$ cat src/hw/rtl/fan_ctl_pkg.sv
// Shared constants for the exhaust fan mode controller: event codes, mode,
// phase, command and drive source codes, register map and reset values.
// No dependencies.
`default_nettype none

package fan_ctl_pkg;

    // Event codes (input operation field)
    localparam logic [2:0] OP_CTRL_TICK    = 3'd0;
    localparam logic [2:0] OP_GAS_TICK     = 3'd1;
    localparam logic [2:0] OP_MODE_KEY     = 3'd2;
    localparam logic [2:0] OP_SPEED_KEY    = 3'd3;
    localparam logic [2:0] OP_MOTOR_TOGGLE = 3'd4;

    // Operating modes
    localparam logic [1:0] FAN_STANDBY = 2'd0;
    localparam logic [1:0] FAN_MANUAL  = 2'd1;
    localparam logic [1:0] FAN_AUTO    = 2'd2;
    localparam logic [1:0] FAN_ANTIBF  = 2'd3;

    // Auto mode phases
    localparam logic [1:0] PH_STARTUP = 2'd0;
    localparam logic [1:0] PH_COOKING = 2'd1;
    localparam logic [1:0] PH_DELAY   = 2'd2;

    // Motor commands
    localparam logic [1:0] CMD_NONE  = 2'd0;
    localparam logic [1:0] CMD_START = 2'd1;
    localparam logic [1:0] CMD_STOP  = 2'd2;

    // Drive sources
    localparam logic [1:0] SRC_HOLD = 2'd0;
    localparam logic [1:0] SRC_MIN  = 2'd1;
    localparam logic [1:0] SRC_PID  = 2'd2;
    localparam logic [1:0] SRC_WIND = 2'd3;

    // Register indexes (byte address = 4 * index)
    localparam logic [2:0] REG_STARTUP_TIMEOUT = 3'd0;
    localparam logic [2:0] REG_COOKING_TIMEOUT = 3'd1;
    localparam logic [2:0] REG_DELAY_OFF       = 3'd2;
    localparam logic [2:0] REG_GAS_NORMAL      = 3'd3;
    localparam logic [2:0] REG_GAS_HIGH        = 3'd4;

    localparam int unsigned ADDR_W = 5;

    localparam logic [15:0] RST_STARTUP_TIMEOUT = 16'd60000;
    localparam logic [15:0] RST_COOKING_TIMEOUT = 16'd60000;
    localparam logic [15:0] RST_DELAY_OFF       = 16'd10000;
    localparam logic [15:0] RST_GAS_NORMAL      = 16'd100;
    localparam logic [15:0] RST_GAS_HIGH        = 16'd300;

    // Counter step per control tick, in ms
    localparam logic [15:0] TICK_MS = 16'd50;

endpackage : fan_ctl_pkg

`default_nettype wire

$ cat src/hw/rtl/fan_mode_and_auto_timeout_controller_unit.sv
// Top level of the exhaust fan mode controller: APB register file, input
// register, single-pass event update and result register.
// Depends on fan_ctl_pkg.
`default_nettype none

// Takes one event per request (control tick, gas tick, mode key, speed key,
// motor toggle) on the slave stream and answers each with exactly one result
// on the master stream. A request is registered, then processed against the
// controller state combinationally and written to the result register, and a
// new request is taken every cycle as long as the result side keeps up. The
// event code travels in s_axis_tuser. Timeouts and gas thresholds sit in five
// 16-bit registers at byte addresses 0x00..0x10; write them only while no
// request is in flight.
module fan_mode_and_auto_timeout_controller_unit (
    input  wire logic        clk,
    input  wire logic        rst_n,
    // request stream
    input  wire logic        s_axis_tvalid,
    output logic             s_axis_tready,
    input  wire logic [23:0] s_axis_tdata,  // [0] cooking_active, [16:1] gas_level
    input  wire logic [2:0]  s_axis_tuser,  // [2:0] operation
    // result stream
    output logic             m_axis_tvalid,
    input  wire logic        m_axis_tready,
    output logic [15:0]      m_axis_tdata,  // [1:0] mode, [3:2] auto_phase,
                                            // [4] motor_on, [6:5] motor_cmd,
                                            // [8:7] drive_source, [9] level_high,
                                            // [10] gas_fan_active
    // configuration
    input  wire logic                          psel,
    input  wire logic                          penable,
    input  wire logic                          pwrite,
    input  wire logic [fan_ctl_pkg::ADDR_W-1:0] paddr,
    input  wire logic [31:0]                   pwdata,
    output logic [31:0]                        prdata,
    output logic                               pready
);
    import fan_ctl_pkg::*;

    // configuration registers
    logic [15:0] startup_timeout_reg;
    logic [15:0] cooking_timeout_reg;
    logic [15:0] delay_off_reg;
    logic [15:0] gas_normal_reg;
    logic [15:0] gas_high_reg;

    logic [2:0]  reg_index;
    logic        cfg_write;

    assign pready    = 1'b1;
    assign reg_index = paddr[ADDR_W-1:2];
    assign cfg_write = psel && penable && pwrite && pready;

    always_ff @(posedge clk or negedge rst_n)
    begin
        if (!rst_n)
        begin
            startup_timeout_reg <= RST_STARTUP_TIMEOUT;
            cooking_timeout_reg <= RST_COOKING_TIMEOUT;
            delay_off_reg       <= RST_DELAY_OFF;
            gas_normal_reg      <= RST_GAS_NORMAL;
            gas_high_reg        <= RST_GAS_HIGH;
        end
        else if (cfg_write)
        begin
            unique case (reg_index)
                REG_STARTUP_TIMEOUT: startup_timeout_reg <= pwdata[15:0];
                REG_COOKING_TIMEOUT: cooking_timeout_reg <= pwdata[15:0];
                REG_DELAY_OFF:       delay_off_reg       <= pwdata[15:0];
                REG_GAS_NORMAL:      gas_normal_reg      <= pwdata[15:0];
                REG_GAS_HIGH:        gas_high_reg        <= pwdata[15:0];
                default: ;
            endcase
        end
    end

    always_comb
    begin
        unique case (reg_index)
            REG_STARTUP_TIMEOUT: prdata = {16'd0, startup_timeout_reg};
            REG_COOKING_TIMEOUT: prdata = {16'd0, cooking_timeout_reg};
            REG_DELAY_OFF:       prdata = {16'd0, delay_off_reg};
            REG_GAS_NORMAL:      prdata = {16'd0, gas_normal_reg};
            REG_GAS_HIGH:        prdata = {16'd0, gas_high_reg};
            default:             prdata = 32'd0;
        endcase
    end

    // pipeline control
    logic        in_valid_reg;
    logic [2:0]  op_reg;
    logic        cooking_reg;
    logic [15:0] gas_reg;
    logic        out_valid_reg;
    logic        advance;

    assign advance       = in_valid_reg && (!out_valid_reg || m_axis_tready);
    assign s_axis_tready = !in_valid_reg || advance;
    assign m_axis_tvalid = out_valid_reg;

    always_ff @(posedge clk or negedge rst_n)
    begin
        if (!rst_n)
        begin
            in_valid_reg <= 1'b0;
        end
        else if (s_axis_tready)
        begin
            in_valid_reg <= s_axis_tvalid;
        end
    end

    always_ff @(posedge clk)
    begin
        if (s_axis_tready && s_axis_tvalid)
        begin
            op_reg      <= s_axis_tuser;
            cooking_reg <= s_axis_tdata[0];
            gas_reg     <= s_axis_tdata[16:1];
        end
    end

    // controller state
    logic [1:0]  mode_reg,        mode_next;
    logic [1:0]  phase_reg,       phase_next;
    logic        running_reg,     running_next;
    logic        gas_active_reg,  gas_active_next;
    logic        use_high_reg,    use_high_next;
    logic        level_reg,       level_next;
    logic [15:0] startup_ms_reg,  startup_ms_next;
    logic [15:0] cooking_ms_reg,  cooking_ms_next;
    logic [1:0]  cmd_next;
    logic [1:0]  src_next;

    logic [16:0] startup_sum;
    logic [16:0] cooking_sum;
    logic [15:0] startup_sat;
    logic [15:0] cooking_sat;
    logic [15:0] gas_thr;

    assign startup_sum = {1'b0, startup_ms_reg} + {1'b0, TICK_MS};
    assign cooking_sum = {1'b0, cooking_ms_reg} + {1'b0, TICK_MS};
    assign startup_sat = startup_sum[16] ? 16'hFFFF : startup_sum[15:0];
    assign cooking_sat = cooking_sum[16] ? 16'hFFFF : cooking_sum[15:0];
    assign gas_thr     = use_high_reg ? gas_high_reg : gas_normal_reg;

    always_comb
    begin
        mode_next       = mode_reg;
        phase_next      = phase_reg;
        running_next    = running_reg;
        gas_active_next = gas_active_reg;
        use_high_next   = use_high_reg;
        level_next      = level_reg;
        startup_ms_next = startup_ms_reg;
        cooking_ms_next = cooking_ms_reg;
        cmd_next        = CMD_NONE;
        src_next        = SRC_HOLD;

        unique case (op_reg)
            OP_CTRL_TICK:
            begin
                unique case (mode_reg)
                    FAN_STANDBY:
                    begin
                        cmd_next        = CMD_STOP;
                        running_next    = 1'b0;
                        startup_ms_next = 16'd0;
                        cooking_ms_next = 16'd0;
                        phase_next      = PH_STARTUP;
                    end
                    FAN_MANUAL:
                    begin
                        if (!running_reg)
                        begin
                            cmd_next     = CMD_START;
                            running_next = 1'b1;
                        end
                        src_next = SRC_PID;
                    end
                    FAN_AUTO:
                    begin
                        if (phase_reg == PH_STARTUP)
                        begin
                            if (!running_reg)
                            begin
                                cmd_next     = CMD_START;
                                running_next = 1'b1;
                            end
                            src_next        = SRC_MIN;
                            startup_ms_next = startup_sat;
                            if (cooking_reg)
                            begin
                                phase_next = PH_COOKING;
                            end
                            else if (startup_sat >= startup_timeout_reg)
                            begin
                                mode_next    = FAN_STANDBY;
                                running_next = 1'b0;
                                cmd_next     = CMD_STOP;
                            end
                        end
                        else if (phase_reg == PH_COOKING)
                        begin
                            src_next        = SRC_WIND;
                            cooking_ms_next = cooking_sat;
                            if (!cooking_reg)
                            begin
                                phase_next      = PH_DELAY;
                                cooking_ms_next = 16'd0;
                            end
                            else if (cooking_sat >= cooking_timeout_reg)
                            begin
                                mode_next    = FAN_STANDBY;
                                running_next = 1'b0;
                                cmd_next     = CMD_STOP;
                            end
                        end
                        else
                        begin
                            src_next        = SRC_WIND;
                            cooking_ms_next = cooking_sat;
                            if (cooking_reg)
                            begin
                                phase_next      = PH_COOKING;
                                cooking_ms_next = 16'd0;
                            end
                            else if (cooking_sat >= delay_off_reg)
                            begin
                                mode_next    = FAN_STANDBY;
                                running_next = 1'b0;
                                cmd_next     = CMD_STOP;
                            end
                        end
                    end
                    default:
                    begin
                        src_next = (gas_active_reg && running_reg) ? SRC_PID : SRC_HOLD;
                    end
                endcase
            end
            OP_GAS_TICK:
            begin
                if (mode_reg == FAN_ANTIBF)
                begin
                    // hysteresis: engage between the selected and high levels
                    if (gas_reg >= gas_thr)
                    begin
                        if (gas_reg < gas_high_reg)
                        begin
                            gas_active_next = 1'b1;
                            running_next    = 1'b1;
                            use_high_next   = 1'b1;
                            cmd_next        = CMD_START;
                        end
                    end
                    else if (gas_reg < gas_normal_reg)
                    begin
                        gas_active_next = 1'b0;
                        running_next    = 1'b0;
                        use_high_next   = 1'b0;
                        cmd_next        = CMD_STOP;
                    end
                end
                else
                begin
                    gas_active_next = 1'b0;
                    use_high_next   = 1'b0;
                end
            end
            OP_MODE_KEY:
            begin
                if (mode_reg == FAN_MANUAL)
                begin
                    phase_next = PH_STARTUP;
                end
                mode_next = mode_reg + 2'd1;
                if (mode_next != FAN_AUTO)
                begin
                    running_next = 1'b0;
                    cmd_next     = CMD_STOP;
                end
            end
            OP_SPEED_KEY:
            begin
                level_next = !level_reg;
            end
            OP_MOTOR_TOGGLE:
            begin
                if (running_reg)
                begin
                    cmd_next     = CMD_STOP;
                    running_next = 1'b0;
                    mode_next    = FAN_STANDBY;
                end
                else
                begin
                    cmd_next     = CMD_START;
                    running_next = 1'b1;
                    mode_next    = FAN_MANUAL;
                end
            end
            default: ;
        endcase
    end

    always_ff @(posedge clk or negedge rst_n)
    begin
        if (!rst_n)
        begin
            mode_reg       <= FAN_STANDBY;
            phase_reg      <= PH_STARTUP;
            running_reg    <= 1'b0;
            gas_active_reg <= 1'b0;
            use_high_reg   <= 1'b0;
            level_reg      <= 1'b0;
            startup_ms_reg <= 16'd0;
            cooking_ms_reg <= 16'd0;
        end
        else if (advance)
        begin
            mode_reg       <= mode_next;
            phase_reg      <= phase_next;
            running_reg    <= running_next;
            gas_active_reg <= gas_active_next;
            use_high_reg   <= use_high_next;
            level_reg      <= level_next;
            startup_ms_reg <= startup_ms_next;
            cooking_ms_reg <= cooking_ms_next;
        end
    end

    // result register
    always_ff @(posedge clk or negedge rst_n)
    begin
        if (!rst_n)
        begin
            out_valid_reg <= 1'b0;
        end
        else if (advance)
        begin
            out_valid_reg <= 1'b1;
        end
        else if (m_axis_tready)
        begin
            out_valid_reg <= 1'b0;
        end
    end

    always_ff @(posedge clk)
    begin
        if (advance)
        begin
            m_axis_tdata <= {5'd0, gas_active_next, level_next, src_next, cmd_next,
                             running_next, phase_next, mode_next};
        end
    end

endmodule : fan_mode_and_auto_timeout_controller_unit

`default_nettype wire
$ cat config.mk
export PLATFORM = sky130hd
export DESIGN_NAME = fan_mode_and_auto_timeout_controller_unit
export DESIGN_NICKNAME = d
export VERILOG_FILES = /design/src/hw/rtl/fan_ctl_pkg.sv /design/src/hw/rtl/fan_mode_and_auto_timeout_controller_unit.sv
export SDC_FILE = /design/constraint.sdc
export NUM_CORES = 1
export LEC_CHECK = 0
export BUFFER_PORTS_ARGS = -buffer_cell sky130_fd_sc_hd__buf_2
export CAP_MARGIN = 20
export CORE_ASPECT_RATIO = 1.75
export CORE_MARGIN = 2
export CORE_UTILIZATION = 35
export DETAILED_ROUTE_END_ITERATION = 8
export SYNTH_ARGS = -nofsm -noshare
export SYNTH_HDL_FRONTEND = slang
export SYNTH_SLANG_ARGS = --single-unit
export TNS_END_PERCENT = 5
$ cat constraint.sdc
create_clock -name clk -period 5.09 [get_ports clk]
set_input_delay 1.018 -clock clk [delete_from_list [all_inputs] [get_ports clk]]
set_output_delay 1.018 -clock clk [all_outputs]
set_load 0.05 [all_outputs]
==> results.py, run 1 <==
metrics = {
    "run_status": {
        "status": "finished clean",
    },
    "sta": {
        "setup_viol": 0,
        "fmax_mhz": 220,
        "clock_skew_ns": 0.00768,
        "fin_crit_ns": 4.55,
        "worst_slew_pin_slew_ns": 1.05,
        "post-route-period-util_pct": 89.5,
        "tns_ns": 0,
        "finalHoldViolCount": 0,
        "rsz0062_at_grt": "no",
        "maxSlewHeadroom_pct": 29.6,
        "layout_setup_ws_ns": 0.535,
        "slew_viol_final": 0,
    },
    "place": {
        "gp_congestion": 0.891,
        "port_buffers": 74,
        "dp_slack_ns": 0.578,
        "dp_hpwl_mm": 21.0,
    },
    "cts": {
        "cts_max_path_buffers": 2,
        "clk_pin_slew_worst_paths_ns": 0.06,
        "clk_latency_ns": 0.44,
        "cts_root_buf": "clkbuf_16",
        "postCtsSetupRepairBufs": 0,
        "cts_tree": "done",
        "clock_sinks": 153,
        "postCtsHoldBufs": 0,
        "htreeDepth": 4,
        "cts_resized": 0,
        "cts_buffers": 17,
    },
    "floorplan": {
        "io_pins": 122,
        "die_x_microns": 133,
        "start_util_pct": 35.5,
        "die_h_microns": 229,
        "core_sq_um": 28500,
        "rows": 82,
        "dieArea_sq_um": 30400,
    },
    "synth": {
        "synth.avg_cell_area_sq_um": 9.41,
        "synth_flop_cell": "dfrtp_1",
        "synth.distinct_cells": 75,
        "synth_cells": 1077,
        "synth_edf_count": 31,
        "ys_async_sr_fraction_pct": 79.7,
        "yosysSeqAreaShare_pct": 39.6,
        "synth_warnings": 0,
        "ys_seq_elements": 153,
        "synth_area_sq_um": 10100,
    },
    "finish": {
        "area_growth_pct": 13.1,
        "diodes": 0,
        "final_core_utilization_pct": 40.2,
        "drive_above_1_share_pct": 19.4,
        "layout_commonest_cell": "nand2_1",
        "layout.nets": 1308,
        "layout_common_cells": "nand2_1, ha_1, dfrtp_1",
    },
    "global_route": {
        "grt.met3_usage_pct": 2.94,
        "grt_max_degree": 123,
        "grt_first_pass_wirelength_mm": 43.5,
        "use_met1_pct": 19.6,
        "grt_util_all_layers_pct": 18.5,
        "first_global_vias": 8044,
        "antenna_found_initial": 0,
        "use_met2_pct": 34.1,
        "grt_most_used_layer": "met2",
        "gr-total-overflow": 0,
    },
    "routing": {
        "drc": 0,
        "drt_iter0_markers": 315,
        "vias": 8116,
        "drtAntennaViolNets": 0,
        "via_per_inst": 5.31,
        "wl_per_cell_microns": 17.9,
        "routed_wl_mm": 27.4,
        "firstDrtPassIters": 7,
    },
    "setup_path": {
        "worst_r2r_path_depth": 15,
        "crit_fanout": 8,
        "setup.worst_path.class": "reg2reg",
        "r2r_slack_ns": 0.54,
        "timing.rr.start": "cooking_ms_reg[3]$_DFFE_PN0P_",
        "crit_required_ns": 5.25,
        "arrival_ns": 4.72,
        "crit_path_start_kind": "flop",
        "crit_path_end_kind": "flop",
        "r2r_end": "m_axis_tdata[6]$_DFFE_PP_",
    },
    "worst_hold_path": {
        "hold_start": "level_reg$_DFFE_PN0P_",
        "hold_path_class": "reg2reg",
        "whs_endpoint": "level_reg$_DFFE_PN0P_",
        "min_delay_path_depth": 1,
    },
    "pwr": {
        "p_per_area_nw_per_um2": 395,
        "ir_drop_uv": 272,
        "cellLeakagePower_nw": 5.13,
    },
    "flow_run": {
        "maxCapViolations": 0,
    },
}
==> cell families after synthesis <==
group           share of synthesized area, %
compound gates                          18.6
xor+xnor                                1.64
fa+ha+maj                               12.5
other cells                           0.0741
simple gates                            12.7
mux                                     7.72
buf+inv                                 7.14
flops                                   39.6
==> critical path: stages (launching register included) <==
cell      delay (ns)
dfrtp_1         0.48
nand3_2         0.18
nand2_2         0.12
and3_1          0.24
and3_1          0.29
and3_1          0.26
nand3_1         0.33
nand2_1         0.22
ha_1            0.28
and4_1          0.24
a221oi_1        0.55
a21oi_1         0.15
o22ai_1         0.43
a211oi_2        0.16
o21ai_0         0.18
o221ai_1        0.16
==> final cells by class <==
cell class | instances | area (sq um)
clock inverter | 12 | 174
sequential | 153 | 4020
multi-input combinational | 777 | 5480
inverter | 97 | 364
timing repair buffer | 90 | 505
clock buffer | 20 | 447
tap | 378 | 473
fill | 2884 | 17100
==> metal layers <==
layer	up-vias	share of wire [%]
met2	188	53
met4	0	5.6
met1	3948	38
met3	60	3.3
li1	3920	-
met5	-	0
==> power breakdown <==
part | switching (W) | internal, W
Sequential | 0.000212 | 0.00150
Combinational | 0.000894 | 0.000561
Clock | 0.000528 | 0.000830
==> worst max path at each step <==
stage / from / to / cells past startpoint
2_1_floorplan: paddr[4] / prdata[0] / 5
3_3_place_gp: cooking_ms_reg[3]$_DFFE_PN0P_ / m_axis_tdata[6]$_DFFE_PP_ / 15
3_5_place_dp: cooking_ms_reg[3]$_DFFE_PN0P_ / m_axis_tdata[6]$_DFFE_PP_ / 15
4_1_cts: cooking_ms_reg[3]$_DFFE_PN0P_ / m_axis_tdata[6]$_DFFE_PP_ / 15
5_1_grt: cooking_ms_reg[3]$_DFFE_PN0P_ / m_axis_tdata[6]$_DFFE_PP_ / 17
6_report: cooking_ms_reg[3]$_DFFE_PN0P_ / m_axis_tdata[6]$_DFFE_PP_ / 15
==> cells in the mapped netlist (13+ instances only) <==
cell | instances | area, sq um
a22o_1 | 26 | 228
o21ai_1 | 17 | 85.1
inv_1 | 95 | 357
a21oi_1 | 48 | 240
mux2_2 | 53 | 597
dfrtp_1 | 96 | 2400
edfxtp_1 | 31 | 931
ha_1 | 101 | 1260
clkbuf_1 | 38 | 143
nand3_1 | 16 | 80.1
nand4_1 | 13 | 81.3
nor2_1 | 41 | 154
o21ai_0 | 91 | 455
buf_4 | 24 | 180
a22oi_1 | 30 | 225
o22ai_1 | 17 | 106
dfstp_2 | 26 | 683
mux2i_1 | 17 | 170
nand2_1 | 134 | 503
xnor2_1 | 13 | 114
==> through the flow <==
| stage | total power, W | area (sq um) | cells | hold WS (ns) |
|---|---|---|---|---|
| finish | 0.00453 | 11500 | 1527 | 0.487 |
| global route | 0.00482 | 11500 | 1527 | 0.495 |
| CTS | 0.00456 | 11500 | 1527 | 0.491 |
| detailed placement | 0.00319 | 10800 | 1495 | 0.480 |
| global placement | 0.00314 | 10800 | 1495 | 0.475 |
| floorplan | 0.00277 | 10200 | 1097 | 0.457 |
Note: power is estimated with default switching activity, not from simulation.
==> run 2, diff against run 1 <==
Settings changed: BUFFER_PORTS_ARGS -buffer_cell sky130_fd_sc_hd__buf_2 to -buffer_cell sky130_fd_sc_hd__buf_4.
==> run 2 against run 1 <==
Core utilization up 0.48 points. Final cell count unchanged. Register-to-register slack better by 0.09 ns. Non-clock buffer count unchanged. Count of clock-buffer cells in the layout down 3. Wire length up 0.26%. Worst hold slack better by 0.0038 ns. Total power down 1.8%. First-iteration DRC count up 48%. Sequential cell count unchanged. Critical path depth unchanged. Via count about the same. Largest cell class unchanged.
==> results.py, run 2 (synthesis results as in run 1) <==
metrics = {
    "pwr": {
        "swShare_pct": 37.6,
        "power_w": 0.00445,
        "cellLeakagePower_nw": 5.16,
        "p_switching_w": 0.00167,
        "p_clk_share_pct": 28.0,
        "p_per_area_nw_per_um2": 383,
        "power.internal_w": 0.00278,
        "p_seq_share_pct": 38.4,
        "power_frac_comb_pct": 33.6,
        "ir_drop_uv": 280,
    },
    "finish": {
        "seqCellArea_sq_um": 4020,
        "area_growth_pct": 14.4,
        "fillCellCount": 2849,
        "finalInstanceArea_sq_um": 11600,
        "layout.nets": 1308,
        "layout_common_cells": "nand2_1, ha_1, dfrtp_1",
        "diodes": 0,
        "multi_input_area_sq_um": 5480,
        "fin_cells": 1527,
        "drive_above_1_share_pct": 19.6,
        "layout_commonest_cell": "nand2_1",
    },
    "sta": {
        "tns_ns": 0,
        "slew_viol_final": 0,
        "worst_slew_pin_slew_ns": 0.953,
        "fin_crit_ns": 4.46,
        "post-route-period-util_pct": 87.6,
        "finalHoldViolCount": 0,
        "setup_viol": 0,
        "maxSlewHeadroom_pct": 36.5,
        "fmax_mhz": 224,
        "rsz0062_at_grt": "no",
        "layout_setup_ws_ns": 0.629,
        "clock_skew_ns": 0.0143,
    },
    "place": {
        "dp_slack_ns": 0.705,
        "gp_congestion": 0.873,
        "port_buffers": 74,
        "dp_hpwl_mm": 21.1,
        "dp.cells": 1494,
        "placed_area_sq_um": 11000,
    },
    "worst_hold_path": {
        "min_delay_path_depth": 1,
        "hold_path_class": "reg2reg",
    },
    "flow_run": {
        "maxCapViolations": 0,
    },
    "routing": {
        "vias": 8123,
        "wl_per_cell_microns": 18.0,
        "routed_wl_mm": 27.5,
        "via_per_inst": 5.32,
        "drtAntennaViolNets": 0,
        "drt_iter0_markers": 467,
        "firstDrtPassIters": 5,
        "drc": 0,
    },
    "setup_path": {
        "timing.critical_path.buf_inv": 0,
        "worst_r2r_path_depth": 15,
        "cpMostUsedCell": "and3_1",
        "crit_fanout": 8,
        "setup.worst_path.class": "reg2reg",
        "crit_slowest_cell": "a221oi_1",
        "crit_path_start_kind": "flop",
        "arrival_ns": 4.62,
        "cp_top_family": "simple AND/OR/NAND/NOR gates",
        "crit_path_end_kind": "flop",
        "crit_chain": "nand3_2, nand2_2, and3_1, and3_1, and3_1, nand3_1, nand2_1, ha_1, and4_1, a221oi_1, a21oi_1, o22ai_1, a211oi_2, o21ai_0, o221ai_1",
        "cp_slowest_stage_delay_ns": 0.49,
        "crit_cells": 15,
        "crit_required_ns": 5.25,
    },
    "cts": {
        "cts_tree": "done",
        "clk_pin_slew_worst_paths_ns": 0.07,
        "cts_resized": 0,
        "postCtsSetupRepairBufs": 0,
        "postCtsHoldBufs": 0,
        "cts_root_buf": "clkbuf_16",
        "cts_buffers": 17,
        "cts_max_path_buffers": 2,
        "clock_sinks": 153,
        "clk_latency_ns": 0.45,
        "htreeDepth": 4,
    },
    "global_route": {
        "grt_first_pass_wirelength_mm": 43.8,
        "gr-total-overflow": 0,
        "grt_util_all_layers_pct": 18.6,
        "first_global_vias": 8282,
        "grt_max_degree": 68,
        "antenna_found_initial": 0,
    },
    "floorplan": {
        "rows": 82,
        "die_h_microns": 229,
        "dieArea_sq_um": 30400,
        "die_x_microns": 133,
        "core_sq_um": 28500,
        "io_pins": 122,
        "start_util_pct": 35.5,
    },
    "run_status": {
        "status": "finished clean",
    },
}
## run 2: cell count changes in the layout (fill, tap and decap cells not counted), sizes merged
| cell | delta |
|---|---|
| inv | +5 |
| clkinv | +2 |
| bufinv | -3 |
| clkinvlp | -1 |
| clkbuf | -3 |
## run 2: power by group through the flow
stage               Sequential (W)  Combinational (W)  Clock (W)
floorplan                  0.00170            0.00107          0
global placement           0.00172            0.00146          0
detailed placement         0.00173            0.00149          0
CTS                        0.00170            0.00150    0.00127
global route               0.00174            0.00168    0.00132
finish                     0.00171            0.00149    0.00124
## run 2: path summary, 6_finish.rpt
check | end | startpoint | slack [ns]
min in group asynchronous | gas_high_reg[12]$_DFFE_PN0P_ | rst_n | 0.64
worst min register to register | m_axis_tvalid$_DFFE_PN0P_ | in_valid_reg$_DFFE_PN0N_ | 0.49
max in group asynchronous | gas_high_reg[2]$_DFFE_PN1P_ | rst_n | 3.53
worst min-delay path | m_axis_tvalid$_DFFE_PN0P_ | in_valid_reg$_DFFE_PN0N_ | 0.49
worst max register to register | m_axis_tdata[6]$_DFFE_PP_ | cooking_ms_reg[3]$_DFFE_PN0P_ | 0.63
worst max-delay path | m_axis_tdata[6]$_DFFE_PP_ | cooking_ms_reg[3]$_DFFE_PN0P_ | 0.63
## run 2: through the flow
step	util, %	hold slack, ns
finish	40.7	0.491
global route	40.7	0.513
global placement	38.6	0.475
floorplan	-	0.457
CTS	40.6	0.497
detailed placement	38.6	0.484
## run 2: final cells by class
cell class	instances	area share [%]
multi-input cells	777	47.2
flip-flops and latches	153	34.6
repair buffers	90	6.00
well taps	378	4.08
clock buffers	17	3.67
inverters	97	3.14
clock inverters	15	1.23
## run 2: per-layer routing
layer  part of all wire (%)  global-route usage [%]  vias to the layer above
met5                      0                       0                        -
met2                     54                    34.4                      215
met3                    3.1                    2.72                       62
met4                    5.3                    11.2                        0
met1                     38                    19.6                     3929
li1                       -                       -                     3917
